===== src/rtl/b58c_pkg.sv =====
// ----------------------------------------------------------------------------
// b58c_pkg
// Shared types, constants and symbol tables for the permuted base-58 id codec.
// ----------------------------------------------------------------------------
package b58c_pkg;

   // Field widths
   localparam int unsigned ID_IN_W  = 31;
   localparam int unsigned ID_OUT_W = 37;
   localparam int unsigned KEY_W    = 32;
   localparam int unsigned OFF_W    = 36;
   localparam int unsigned ACC_W    = 37;
   localparam int unsigned DIG_W    = 6;
   localparam int unsigned NDIGITS  = 6;
   localparam int unsigned RADIX    = 58;
   localparam int unsigned HALF_W   = 18;   // width of a three-digit group

   // Register reset values
   localparam logic [KEY_W-1:0] XOR_KEY_RST = 32'd177451812;
   localparam logic [OFF_W-1:0] OFFSET_RST  = 36'd8728348608;

   // Register indexes on the write port
   localparam logic CSR_XOR_KEY = 1'b0;
   localparam logic CSR_OFFSET  = 1'b1;

   // Operation codes
   typedef enum logic {
      OP_DECODE = 1'b0,
      OP_ENCODE = 1'b1
   } op_type;

   // Powers of the radix, 58^0 .. 58^6
   localparam logic [ACC_W-1:0] POW58 [0:6] = '{
      37'd1, 37'd58, 37'd3364, 37'd195112, 37'd11316496,
      37'd656356768, 37'd38068692544
   };

   // Symbol alphabet, indexed by digit value
   localparam logic [7:0] ALPHABET [0:57] = '{
      "f","Z","o","d","R","9","X","Q","D","S","U","m","2","1","y","C",
      "k","r","6","z","B","q","i","v","e","Y","a","h","8","b","t","4",
      "x","s","W","p","H","n","J","E","7","j","L","5","V","G","3","g",
      "u","M","T","K","N","P","A","w","c","F"
   };

   // Request payload
   typedef struct packed {
      op_type             operation;
      logic [ID_IN_W-1:0] id_in;
      logic [7:0]         sym_0;
      logic [7:0]         sym_1;
      logic [7:0]         sym_2;
      logic [7:0]         sym_3;
      logic [7:0]         sym_4;
      logic [7:0]         sym_5;
   } req_type;

   // Response payload
   typedef struct packed {
      logic signed [ID_OUT_W-1:0] id_out;
      logic [7:0]                 code_0;
      logic [7:0]                 code_1;
      logic [7:0]                 code_2;
      logic [7:0]                 code_3;
      logic [7:0]                 code_4;
      logic [7:0]                 code_5;
      logic                       bad_symbol;
   } rsp_type;

   // Item as it moves down the pipeline
   typedef struct packed {
      op_type                          op;
      logic                            bad;
      logic [ACC_W-1:0]                acc;
      logic [NDIGITS-1:0][DIG_W-1:0]   dig;
   } pipe_type;

   typedef struct packed {
      logic             hit;
      logic [DIG_W-1:0] digit;
   } sym_lookup_type;

   // Map an ASCII character to its alphabet position
   function automatic sym_lookup_type sym_lookup(input logic [7:0] ch);
      sym_lookup_type res;
      res.hit   = 1'b0;
      res.digit = '0;
      for (int i = 0; i < RADIX; i++) begin
         if (ALPHABET[i] == ch) begin
            res.hit   = 1'b1;
            res.digit = DIG_W'(i);
         end
      end
      return res;
   endfunction

   // Map a digit to its alphabet character; digits past the radix give zero
   function automatic logic [7:0] digit_to_char(input logic [DIG_W-1:0] d);
      logic [7:0] ch;
      ch = '0;
      if (32'(d) < RADIX) begin
         ch = ALPHABET[d];
      end
      return ch;
   endfunction

endpackage


===== src/rtl/b58c_front.sv =====
// ----------------------------------------------------------------------------
// b58c_front
// First two pipeline stages: key/offset mixing and modular reduction for
// encode; symbol lookup and three-digit grouping for decode.
// ----------------------------------------------------------------------------
module b58c_front import b58c_pkg::*; (
   input  logic             clock,
   input  logic             reset,
   input  logic             in_vld,
   output logic             in_rdy,
   input  req_type          in_req,
   output logic             out_vld,
   input  logic             out_rdy,
   output pipe_type         out_pipe,
   input  logic [KEY_W-1:0] xor_key,
   input  logic [OFF_W-1:0] offset_value
);

   logic           a_vld_ff;
   pipe_type       a_pipe_ff;
   pipe_type       a_pipe_in;
   logic           a_rdy;
   logic           b_vld_ff;
   pipe_type       b_pipe_ff;
   pipe_type       b_pipe_in;
   logic           b_rdy;
   sym_lookup_type lk [NDIGITS];
   logic [KEY_W-1:0]  mixed;
   logic [HALF_W-1:0] grp_lo;
   logic [HALF_W-1:0] grp_hi;

   // Stage ready: free slot or downstream taking
   assign a_rdy  = !a_vld_ff || b_rdy;
   assign b_rdy  = !b_vld_ff || out_rdy;
   assign in_rdy = a_rdy;

   // Stage A: symbol lookup, or id xor key plus offset
   assign lk[0] = sym_lookup(in_req.sym_0);
   assign lk[1] = sym_lookup(in_req.sym_1);
   assign lk[2] = sym_lookup(in_req.sym_2);
   assign lk[3] = sym_lookup(in_req.sym_3);
   assign lk[4] = sym_lookup(in_req.sym_4);
   assign lk[5] = sym_lookup(in_req.sym_5);
   assign mixed = {1'b0, in_req.id_in} ^ xor_key;

   always_comb begin
      a_pipe_in.op  = in_req.operation;
      a_pipe_in.bad = 1'b0;
      a_pipe_in.acc = '0;
      a_pipe_in.dig = '0;
      if (in_req.operation == OP_ENCODE) begin
         a_pipe_in.acc = ACC_W'(mixed) + ACC_W'(offset_value);
      end else begin
         for (int i = 0; i < NDIGITS; i++) begin
            a_pipe_in.dig[i] = lk[i].digit;
            if (!lk[i].hit) begin
               a_pipe_in.bad = 1'b1;
            end
         end
      end
   end

   // Stage B: reduce mod 58^6, or form two three-digit groups
   assign grp_lo = HALF_W'(a_pipe_ff.dig[0])
                 + HALF_W'(a_pipe_ff.dig[1]) * HALF_W'(POW58[1])
                 + HALF_W'(a_pipe_ff.dig[2]) * HALF_W'(POW58[2]);
   assign grp_hi = HALF_W'(a_pipe_ff.dig[3])
                 + HALF_W'(a_pipe_ff.dig[4]) * HALF_W'(POW58[1])
                 + HALF_W'(a_pipe_ff.dig[5]) * HALF_W'(POW58[2]);

   always_comb begin
      b_pipe_in = a_pipe_ff;
      if (a_pipe_ff.op == OP_ENCODE) begin
         if (a_pipe_ff.acc >= POW58[6]) begin
            b_pipe_in.acc = a_pipe_ff.acc - POW58[6];
         end
      end else begin
         b_pipe_in.acc = {1'b0, grp_hi, grp_lo};
      end
   end

   // Valid bits
   always_ff @(posedge clock) begin
      if (reset) begin
         a_vld_ff <= 1'b0;
         b_vld_ff <= 1'b0;
      end else begin
         if (a_rdy) begin
            a_vld_ff <= in_vld;
         end
         if (b_rdy) begin
            b_vld_ff <= a_vld_ff;
         end
      end
   end

   // Payload
   always_ff @(posedge clock) begin
      if (a_rdy && in_vld) begin
         a_pipe_ff <= a_pipe_in;
      end
      if (b_rdy && a_vld_ff) begin
         b_pipe_ff <= b_pipe_in;
      end
   end

   assign out_vld  = b_vld_ff;
   assign out_pipe = b_pipe_ff;

endmodule


===== src/rtl/b58c_digit.sv =====
// ----------------------------------------------------------------------------
// b58c_digit
// One pipeline stage of base-58 digit extraction: two restoring
// compare-subtract steps against the weight of one digit. Stage zero also
// merges the decode digit groups into the full value.
// ----------------------------------------------------------------------------
module b58c_digit import b58c_pkg::*; #(
   parameter int unsigned STAGE = 0
) (
   input  logic     clock,
   input  logic     reset,
   input  logic     in_vld,
   output logic     in_rdy,
   input  pipe_type in_pipe,
   output logic     out_vld,
   input  logic     out_rdy,
   output pipe_type out_pipe
);

   // Digit 5 down to 1, three stages per digit, two quotient bits per stage
   localparam int unsigned DIGIT  = 5 - STAGE / 3;
   localparam int unsigned BIT_HI = 5 - 2 * (STAGE % 3);
   localparam logic [ACC_W-1:0] STEP_HI = POW58[DIGIT] << BIT_HI;
   localparam logic [ACC_W-1:0] STEP_LO = POW58[DIGIT] << (BIT_HI - 1);

   logic             vld_ff;
   pipe_type         pipe_ff;
   pipe_type         pipe_in;
   logic [ACC_W-1:0] acc_mid;
   logic [OFF_W-1:0] merged;

   assign in_rdy = !vld_ff || out_rdy;

   // Decode: high group times 58^3 plus low group
   assign merged = OFF_W'(in_pipe.acc[2*HALF_W-1:HALF_W]) * OFF_W'(POW58[3])
                 + OFF_W'(in_pipe.acc[HALF_W-1:0]);

   always_comb begin
      pipe_in = in_pipe;
      acc_mid = in_pipe.acc;
      if (in_pipe.op == OP_ENCODE) begin
         if (in_pipe.acc >= STEP_HI) begin
            acc_mid                    = in_pipe.acc - STEP_HI;
            pipe_in.dig[DIGIT][BIT_HI] = 1'b1;
         end
         pipe_in.acc = acc_mid;
         if (acc_mid >= STEP_LO) begin
            pipe_in.acc                  = acc_mid - STEP_LO;
            pipe_in.dig[DIGIT][BIT_HI-1] = 1'b1;
         end
      end else if (STAGE == 0) begin
         pipe_in.acc = {1'b0, merged};
      end
   end

   always_ff @(posedge clock) begin
      if (reset) begin
         vld_ff <= 1'b0;
      end else if (in_rdy) begin
         vld_ff <= in_vld;
      end
   end

   always_ff @(posedge clock) begin
      if (in_rdy && in_vld) begin
         pipe_ff <= pipe_in;
      end
   end

   assign out_vld  = vld_ff;
   assign out_pipe = pipe_ff;

endmodule


===== src/rtl/b58c_out.sv =====
// ----------------------------------------------------------------------------
// b58c_out
// Output stage: maps encode digits to alphabet characters, or applies the
// offset and key to the decoded value, and holds the response register.
// ----------------------------------------------------------------------------
module b58c_out import b58c_pkg::*; (
   input  logic             clock,
   input  logic             reset,
   input  logic             in_vld,
   output logic             in_rdy,
   input  pipe_type         in_pipe,
   output logic             out_vld,
   input  logic             out_rdy,
   output rsp_type          out_rsp,
   input  logic [KEY_W-1:0] xor_key,
   input  logic [OFF_W-1:0] offset_value
);

   logic    vld_ff;
   rsp_type rsp_ff;
   rsp_type rsp_in;

   assign in_rdy = !vld_ff || out_rdy;

   always_comb begin
      rsp_in = '0;
      if (in_pipe.op == OP_ENCODE) begin
         // remainder left after the digit stages is digit 0
         rsp_in.code_0 = digit_to_char(in_pipe.acc[DIG_W-1:0]);
         rsp_in.code_1 = digit_to_char(in_pipe.dig[1]);
         rsp_in.code_2 = digit_to_char(in_pipe.dig[2]);
         rsp_in.code_3 = digit_to_char(in_pipe.dig[3]);
         rsp_in.code_4 = digit_to_char(in_pipe.dig[4]);
         rsp_in.code_5 = digit_to_char(in_pipe.dig[5]);
      end else begin
         rsp_in.id_out = signed'((in_pipe.acc - ACC_W'(offset_value))
                                 ^ ACC_W'(xor_key));
         rsp_in.bad_symbol = in_pipe.bad;
      end
   end

   always_ff @(posedge clock) begin
      if (reset) begin
         vld_ff <= 1'b0;
      end else if (in_rdy) begin
         vld_ff <= in_vld;
      end
   end

   always_ff @(posedge clock) begin
      if (in_rdy && in_vld) begin
         rsp_ff <= rsp_in;
      end
   end

   assign out_vld = vld_ff;
   assign out_rsp = rsp_ff;

endmodule


===== src/rtl/base58_permuted_id_codec_top.sv =====
// Pipeline: two front stages, fifteen digit stages and one output stage lie
// between request transfer and response valid.
// Throughput: one item per cycle; each stage holds its item under backpressure
// and bubbles close up, so the digit extraction chain sets the depth.
// Reset: synchronous, active high; clears all stage valid bits and loads the
// key and offset registers with their default values.
// ----------------------------------------------------------------------------
// base58_permuted_id_codec_top
// Permuted base-58 id codec: encodes an id to six alphabet characters or
// decodes six characters back to an id, one item per cycle when not stalled by the response side.
// ----------------------------------------------------------------------------
module base58_permuted_id_codec_top import b58c_pkg::*; (
   input  logic             clock,
   input  logic             reset,
   input  logic             req_valid,
   output logic             req_ready,
   input  req_type          req_data,
   output logic             rsp_valid,
   input  logic             rsp_ready,
   output rsp_type          rsp_data,
   input  logic             csr_write_en,
   input  logic             csr_index,
   input  logic [OFF_W-1:0] csr_wdata
);

   localparam int unsigned NSTAGES = 15;

   logic [KEY_W-1:0] xor_key_ff;
   logic [OFF_W-1:0] offset_ff;
   logic             stg_vld [0:NSTAGES];
   logic             stg_rdy [0:NSTAGES];
   pipe_type         stg_pipe [0:NSTAGES];

   // Configuration registers
   always_ff @(posedge clock) begin
      if (reset) begin
         xor_key_ff <= XOR_KEY_RST;
         offset_ff  <= OFFSET_RST;
      end else if (csr_write_en) begin
         case (csr_index)
            CSR_XOR_KEY: xor_key_ff <= csr_wdata[KEY_W-1:0];
            CSR_OFFSET:  offset_ff  <= csr_wdata;
            default:     ;
         endcase
      end
   end

   // Front stages
   b58c_front u_front (
      .clock        (clock),
      .reset        (reset),
      .in_vld       (req_valid),
      .in_rdy       (req_ready),
      .in_req       (req_data),
      .out_vld      (stg_vld[0]),
      .out_rdy      (stg_rdy[0]),
      .out_pipe     (stg_pipe[0]),
      .xor_key      (xor_key_ff),
      .offset_value (offset_ff)
   );

   // Digit extraction chain
   for (genvar s = 0; s < NSTAGES; s++) begin : g_digit
      b58c_digit #(.STAGE(s)) u_digit (
         .clock    (clock),
         .reset    (reset),
         .in_vld   (stg_vld[s]),
         .in_rdy   (stg_rdy[s]),
         .in_pipe  (stg_pipe[s]),
         .out_vld  (stg_vld[s+1]),
         .out_rdy  (stg_rdy[s+1]),
         .out_pipe (stg_pipe[s+1])
      );
   end

   // Response register
   b58c_out u_out (
      .clock        (clock),
      .reset        (reset),
      .in_vld       (stg_vld[NSTAGES]),
      .in_rdy       (stg_rdy[NSTAGES]),
      .in_pipe      (stg_pipe[NSTAGES]),
      .out_vld      (rsp_valid),
      .out_rdy      (rsp_ready),
      .out_rsp      (rsp_data),
      .xor_key      (xor_key_ff),
      .offset_value (offset_ff)
   );

endmodule


===== config.mk =====
export PLATFORM = sky130hd
export DESIGN_NAME = base58_permuted_id_codec_top
export DESIGN_NICKNAME = d
export VERILOG_FILES = /design/src/rtl/b58c_pkg.sv /design/src/rtl/b58c_front.sv /design/src/rtl/b58c_digit.sv /design/src/rtl/b58c_out.sv /design/src/rtl/base58_permuted_id_codec_top.sv
export SDC_FILE = /design/constraint.sdc
export NUM_CORES = 2
export LEC_CHECK = 0
export ABC_CLOCK_PERIOD_IN_PS = 16140
export BUFFER_PORTS_ARGS = -buffer_cell sky130_fd_sc_hd__buf_2
export CAP_MARGIN = 40
export CORE_ASPECT_RATIO = 0.5
export CORE_UTILIZATION = 61
export CTS_CLUSTER_SIZE = 24
export DETAILED_ROUTE_END_ITERATION = 6
export PLACE_DENSITY = 0.78
export RECOVER_POWER = 50
export SETUP_SLACK_MARGIN = 0.02
export SYNTH_ARGS = -nofsm -noshare
export SYNTH_HDL_FRONTEND = slang
export SYNTH_SLANG_ARGS = --single-unit

===== constraint.sdc =====
create_clock -name clock -period 16.14 [get_ports clock]
set_input_delay 0.807 -clock clock [delete_from_list [all_inputs] [get_ports clock]]
set_output_delay 0.807 -clock clock [all_outputs]
set_load 0.05 [all_outputs]

# Word-level counts from Yosys, hierarchy flattened
# Memories as Yosys holds them, arrays and structs flattened. A register that Yosys moved wholly into a read port is not among the register bits.
# Cells that the tools add are included.
dict set report word_totals {
  regBits 1303
  latch_bits 0
  ramBits 0
  rom_bits 3072
  inputBits 122
  output_inout_bits 88
  word_cells 1145
  memories 6
}
# name depth width read_ports rd_clocked_by_memory_dff write_ports line
set mem_list {}
lappend mem_list {{(no name shown)} 64 8 1 1 0 b58c_pkg.sv:102} ;# ch = ALPHABET[d];
lappend mem_list {{(no name shown)} 64 8 1 1 0 b58c_pkg.sv:102}
lappend mem_list {{(no name shown)} 64 8 1 1 0 b58c_pkg.sv:102}
lappend mem_list {{(no name shown)} 64 8 1 1 0 b58c_pkg.sv:102}
lappend mem_list {{(no name shown)} 64 8 1 1 0 b58c_pkg.sv:102}
lappend mem_list {{(no name shown)} 64 8 1 1 0 b58c_pkg.sv:102}
dict set report op_classes {
  n_addsub 38
  n_mul 5
  div_mod_pow 0
  order_cmp 37
  n_eq_ne 348
  shift 0
  n_mux 461
  bitwise_logic 9
  n_reduce_logical 74
}
# operator n
set op_table {}
lappend op_table {{two-way mux 7 bit} 348}
lappend op_table {{equality test 7 x 8 -> 1 bit, first input constant} 294}
lappend op_table {{two-way mux 37 bit} 60}
lappend op_table {{equality test 6 x 8 -> 1 bit, first input constant} 54}
lappend op_table {{two-way mux 36 bit} 2}
lappend op_table {{NOT 6 -> 7 bit} 6}
lappend op_table {{adder 32 x 36 -> 37 bit} 1}
lappend op_table {{>= comparator 37 x 10 -> 1 bit, second input constant} 1}
lappend op_table {{>= comparator 37 x 11 -> 1 bit, second input constant} 1}
lappend op_table {{>= comparator 37 x 12 -> 1 bit, second input constant} 1}
lappend op_table {{>= comparator 37 x 13 -> 1 bit, second input constant} 1}
lappend op_table {{>= comparator 37 x 14 -> 1 bit, second input constant} 1}
lappend op_table {{>= comparator 37 x 15 -> 1 bit, second input constant} 1}
lappend op_table {{>= comparator 37 x 16 -> 1 bit, second input constant} 1}
lappend op_table {{>= comparator 37 x 17 -> 1 bit, second input constant} 1}
lappend op_table {{>= comparator 37 x 18 -> 1 bit, second input constant} 1}
lappend op_table {{>= comparator 37 x 19 -> 1 bit, second input constant} 1}
lappend op_table {{>= comparator 37 x 20 -> 1 bit, second input constant} 1}
lappend op_table {{>= comparator 37 x 21 -> 1 bit, second input constant} 1}
lappend op_table {{>= comparator 37 x 22 -> 1 bit, second input constant} 1}
lappend op_table {{>= comparator 37 x 23 -> 1 bit, second input constant} 1}
lappend op_table {{>= comparator 37 x 24 -> 1 bit, second input constant} 1}
lappend op_table {{>= comparator 37 x 25 -> 1 bit, second input constant} 1}
lappend op_table {{>= comparator 37 x 26 -> 1 bit, second input constant} 1}
lappend op_table {{63 further kinds} 190}

# Logic depth before layout (Yosys ltp)
dict set report depth {
  depth_word 65
  depth_mapped 27
  mapped_depth_nobuf 27
}

# By module
# From an unflattened synthesis, not the netlist that was laid out.
dict set report hier_totals {
  hier_cells 12105
  area_unflattened_um2 112616.8
}
# module n_inst cells_per_inst area_per_inst_um2 seq_area_each_um2
set modules_own_cells {}
lappend modules_own_cells {b58c_front 1 2243 18024.8 4544.4}
lappend modules_own_cells {{b58c_digit at g_digit[0].u_digit} 1 1193 11275.8 2272.2}
lappend modules_own_cells {b58c_out 1 1281 9811.9 2422.3}
lappend modules_own_cells {{b58c_digit at g_digit[5].u_digit} 1 690 6204.7 2272.2}
lappend modules_own_cells {{b58c_digit at g_digit[4].u_digit} 1 617 5838.1 2272.2}
lappend modules_own_cells {{b58c_digit at g_digit[3].u_digit} 1 632 5780.5 2272.2}
lappend modules_own_cells {{b58c_digit at g_digit[1].u_digit} 1 544 5151.2 2272.2}
lappend modules_own_cells {{b58c_digit at g_digit[10].u_digit} 1 515 5097.4 2272.2}
lappend modules_own_cells {{b58c_digit at g_digit[8].u_digit} 1 498 5073.6 2272.2}
lappend modules_own_cells {{b58c_digit at g_digit[11].u_digit} 1 515 4952.2 2272.2}
lappend modules_own_cells {{b58c_digit at g_digit[2].u_digit} 1 485 4849.7 2272.2}
lappend modules_own_cells {{b58c_digit at g_digit[9].u_digit} 1 454 4822.1 2272.2}
lappend modules_own_cells {{b58c_digit at g_digit[14].u_digit} 1 456 4783.3 2272.2}
lappend modules_own_cells {{b58c_digit at g_digit[7].u_digit} 1 448 4765.8 2272.2}
lappend modules_own_cells {{4 more rows} - - - -}

# Worst setup path after synthesis
# Ideal clock, no wire load.
dict set report synth_path {
  path_kind {reg-to-reg}
  startpoint {reg u_front.b_pipe_ff, in the netlist u_front.out_pipe[61]}
  endpoint {reg g_digit[0].u_digit.pipe_ff, in the netlist g_digit[0].u_digit.out_pipe[71] (data pin)}
  arrival_time_ps 6791
  setup_slack_ps 9089
  stages_incl_launch_ff 21
  n_path_buf 0
  period_less_slack_ps 7051
  path_cell_list {edfxtp_1 fa_1 fa_1 inv_1 fa_1 inv_1 fa_1 fa_1 fa_1 ha_1 a21o_1 a21o_1 or4_1 o21ba_2 a31oi_1 xnor2_1 nand4_1 or4_1 a2111oi_0 xnor2_1 mux2i_1}
}
# element line
set synth_rtl {}
lappend synth_rtl {{start: declaration} b58c_front.sv:24} ;# pipe_type b_pipe_ff;
lappend synth_rtl {{start signal: assignment} b58c_front.sv:103} ;# b_pipe_ff <= b_pipe_in;
lappend synth_rtl {{end signal: assignment} b58c_digit.sv:66} ;# pipe_ff <= pipe_in;
lappend synth_rtl {{end: declaration} b58c_digit.sv:27} ;# pipe_type pipe_ff;

==> flow_metrics.env <==
export IMPL_clk_pin_slew_ns=0.07
export IMPL_peakVddDrop_v=0.000978
export IMPL_drtIter0Drc=11300
export IMPL_synth_top_family_by_area="simple AND/OR/NAND/NOR gates"
export IMPL_synth_seq_cells=1345
export IMPL_die_area_sq_um=166000
export IMPL_final_hold_viol_count=0
export IMPL_crit_path_top_delay_cell="edfxtp_1"
export IMPL_synth_xor_area_share_pct=8.81
export IMPL_coreArea_sq_um=162000
export IMPL_place_inst=12800
export IMPL_fin_cells=13000
export IMPL_path_delay_family="adder cells"
export IMPL_place_gp_congestion=0.991
export IMPL_cts_hold_buffers=0
export IMPL_grt_pass1_wl_um=431000
export IMPL_ys_top_cells_by_area="edfxtp_1 (38%), xnor2_1 (6.1%), ha_1 (5.7%)"
export IMPL_fin_skew_ns=0.0580
export IMPL_ys_types=110
export IMPL_violations="design-rule violations, max-capacitance violations, max-slew violations"
export IMPL_dpl_hpwl_um=202000
export IMPL_drc=1
export IMPL_crit_top_cell="inv_1"
export IMPL_syn_area_per_cell_sq_um=9.21
export IMPL_cp_data_arrival_time_ns=8.37
export IMPL_synthesis_instances=10900
export IMPL_start_util_pct=61.9
export IMPL_grt_usage_pct=32.1
export IMPL_synthSimpleGateAreaFrac_pct=18.9
export IMPL_io_pins=210
export IMPL_antenna_found_initial=10
export IMPL_finalWirelength_um=276000
export IMPL_holdCritPathClass="in -> reg"
export IMPL_dr_total_vias=85600
export IMPL_synthFlopType="edfxtp_1"
export IMPL_cts_sinks=1345
export IMPL_rows=104
export IMPL_reg2reg_depth=25
export IMPL_end_kind="flop"
export IMPL_min_period_ns=7.92
export IMPL_synth_edf_count=1259
export IMPL_first_pass_iters=7
export IMPL_cts_inserted_buffers=118
export IMPL_synth_compound_area_share_pct=18.5
export IMPL_synth_area_sq_um=100000
export IMPL_yosysMostFrequentCell="edfxtp_1"
export IMPL_crit_type="reg -> reg"
export IMPL_synth_seq_area_share_pct=39.4
export IMPL_pwr_density_cell_nw_per_um2=202
export IMPL_die_width_um=576
export IMPL_grt_pass1_vias=77700
export IMPL_synthAdderAreaFrac_pct=8.25
export IMPL_syn2layout_area_growth_pct=6.47
export IMPL_path_max_fanout=13
export IMPL_hold_slack_ns=0.292
export IMPL_grt_ovfl_total=0
export IMPL_synth_cells_most_frequent="edfxtp_1 (1259), nand2_1 (1033), nor2_1 (845)"
export IMPL_rsz0062_at_grt="no"
export IMPL_path_buf_inv=6
export IMPL_max_freq_mhz=126
export IMPL_startpoint_type="flop"
export IMPL_postRouteAntennaNets=0
export IMPL_grt_max_degree=87
export IMPL_worstPathRequired_ns=16.59
export IMPL_root_buffer="clkbuf_16"
export IMPL_post_cts_resized=0
export IMPL_synth_mux_area_share_pct=1.82
export IMPL_clk_latency_ns=0.77
export IMPL_slew_violations=1143
export IMPL_cts_buffer_depth=3
export IMPL_yosys_area_top_type_share_pct=37.6
export IMPL_post_cts_setup_buffers=0
export IMPL_cp_depth=25
export IMPL_max_stage_delay_ns=0.64
export IMPL_synth_top_area_cell="edfxtp_1"
export IMPL_finalSetupViolCount=0
export IMPL_p_leak_uw=0.0383
export IMPL_min_path_cells=3
export IMPL_max_cap_viol_count=23
export IMPL_slew_headroom_pct=-158
export IMPL_tightest_slew_ns=3.87
export IMPL_dieHeight_um=289
export IMPL_h_tree_depth=3
export IMPL_fin_nets=11500
export IMPL_cts_tree="done"
export IMPL_vias_per_cell=6.57
export IMPL_async_reset_ff_share_pct=0
export IMPL_status="finished, violations left"
export IMPL_post_route_period_util_pct=49.1
export IMPL_tns_ns=0
export IMPL_wl_per_cell_um=21.2
export IMPL_ys_warn_count=0
export IMPL_numPortBuffers=203
export IMPL_drive_gt1_share_pct=5.83
[cells in the final DEF (no fill, tap or decap), types with 115 or more instances in the layout]
cell type	Yosys	layout
a21oi_1	730	726
nand2_1	1033	1033
ha_1	456	456
nand3_1	276	276
clkbuf_1	511	128
edfxtp_1	1259	1259
buf_2	23	127
xor2_1	306	306
nor3_1	357	356
nor4_1	126	124
clkbuf_16	0	118
fa_1	128	128
a31oi_1	135	135
o21ai_0	654	653
nand2b_1	152	152
a211oi_1	127	127
inv_1	532	533
and3_1	117	117
a21o_1	115	115
xnor2_1	704	704
nor2_1	845	843
nor2b_1	128	122
[state kept, by name, summed over array words and instances (netlist names)]
name,cells
g_digit.u_digit.out_pipe,1035
g_digit.u_digit.out_vld,15
offset_ff,36
u_front.a_pipe_ff,75
u_front.a_vld_ff,1
u_front.out_pipe,69
u_front.out_vld,1
u_out.out_rsp,80
u_out.out_vld,1
xor_key_ff,32
[final cells by class]
type	count	area, sq um
antenna	5	12.5
tap	2173	2720
inverter	542	2030
clock buffer	137	3030
sequential	1345	39500
multi-input combinational	8420	56700
clock inverter	84	1140
timing repair buffer	320	1780
fill	13200	55200
[per-layer routing]
metal	share of wire, %	up-vias	GRT usage, %	wire (um)
li1	-	39900	-	-
met3	9.2	624	4.61	25400
met4	3.5	8	10.6	9710
met2	44	4499	50.4	122000
met1	43	40500	45.9	118000
met5	0.048	-	0	131
[path summary, 6_finish.rpt]
path                                             startpoint                                   endpoint  slack [ns]
setup / recovery             u_front.out_pipe[57]$_DFFE_PP_  g_digit[0].u_digit.out_pipe[71]$_DFFE_PP_        8.22
hold reg to reg   g_digit[5].u_digit.out_pipe[32]$_DFFE_PP_  g_digit[6].u_digit.out_pipe[32]$_DFFE_PP_        0.40
setup reg to reg             u_front.out_pipe[57]$_DFFE_PP_  g_digit[0].u_digit.out_pipe[71]$_DFFE_PP_        8.22
hold / removal                                csr_wdata[17]                xor_key_ff[17]$_SDFFE_PP1P_        0.29
[where the power goes]
| group | switching (uW) | leakage (uW) | internal (uW) |
|---|---|---|---|
| Combinational | 8120 | 0.0242 | 5990 |
| Clock | 1370 | 0.00201 | 1700 |
| Sequential | 241 | 0.0121 | 4190 |
[stage by stage]
| step | utilization, % | area, sq um | total power, uW | worst slack [ns] |
|---|---|---|---|---|
| detailed placement | 63.6 | 103000 | 18400 | 8.32 |
| floorplan | - | 100000 | 15300 | 9.09 |
| CTS | 66.2 | 107000 | 21500 | 8.30 |
| finish | 66.0 | 107000 | 21600 | 8.22 |
| global route | 66.0 | 107000 | 23300 | 7.77 |
| global placement | 63.4 | 103000 | 18100 | 8.46 |
[worst reg2reg max path, stage by stage, from the launching register on]
cell       delay [ns]
edfxtp_1         0.64
ha_1             0.52
inv_1            0.09
fa_1             0.54
inv_1            0.04
ha_1             0.26
inv_1            0.05
fa_1             0.53
inv_1            0.06
fa_1             0.53
inv_1            0.05
fa_1             0.50
inv_1            0.04
ha_1             0.23
nor2_1           0.15
nand2_1          0.07
o21ai_0          0.48
a31oi_1          0.32
o21ba_2          0.31
a31oi_1          0.42
xnor2_1          0.24
nand4_1          0.22
or4_1            0.58
a2111oi_0        0.48
xnor2_1          0.18
mux2i_1          0.09
[logic make-up (layout without fill, tap and decap cells)]
family,Yosys count,after routing
simple gates,3797,3797
xor+xnor,1010,1010
compound gates,2857,2857
fa+ha+maj,586,586
other cells,1,11
buf+inv,1147,1083
flops,1345,1345
mux,164,164
(Power assumes the default switching activity.)
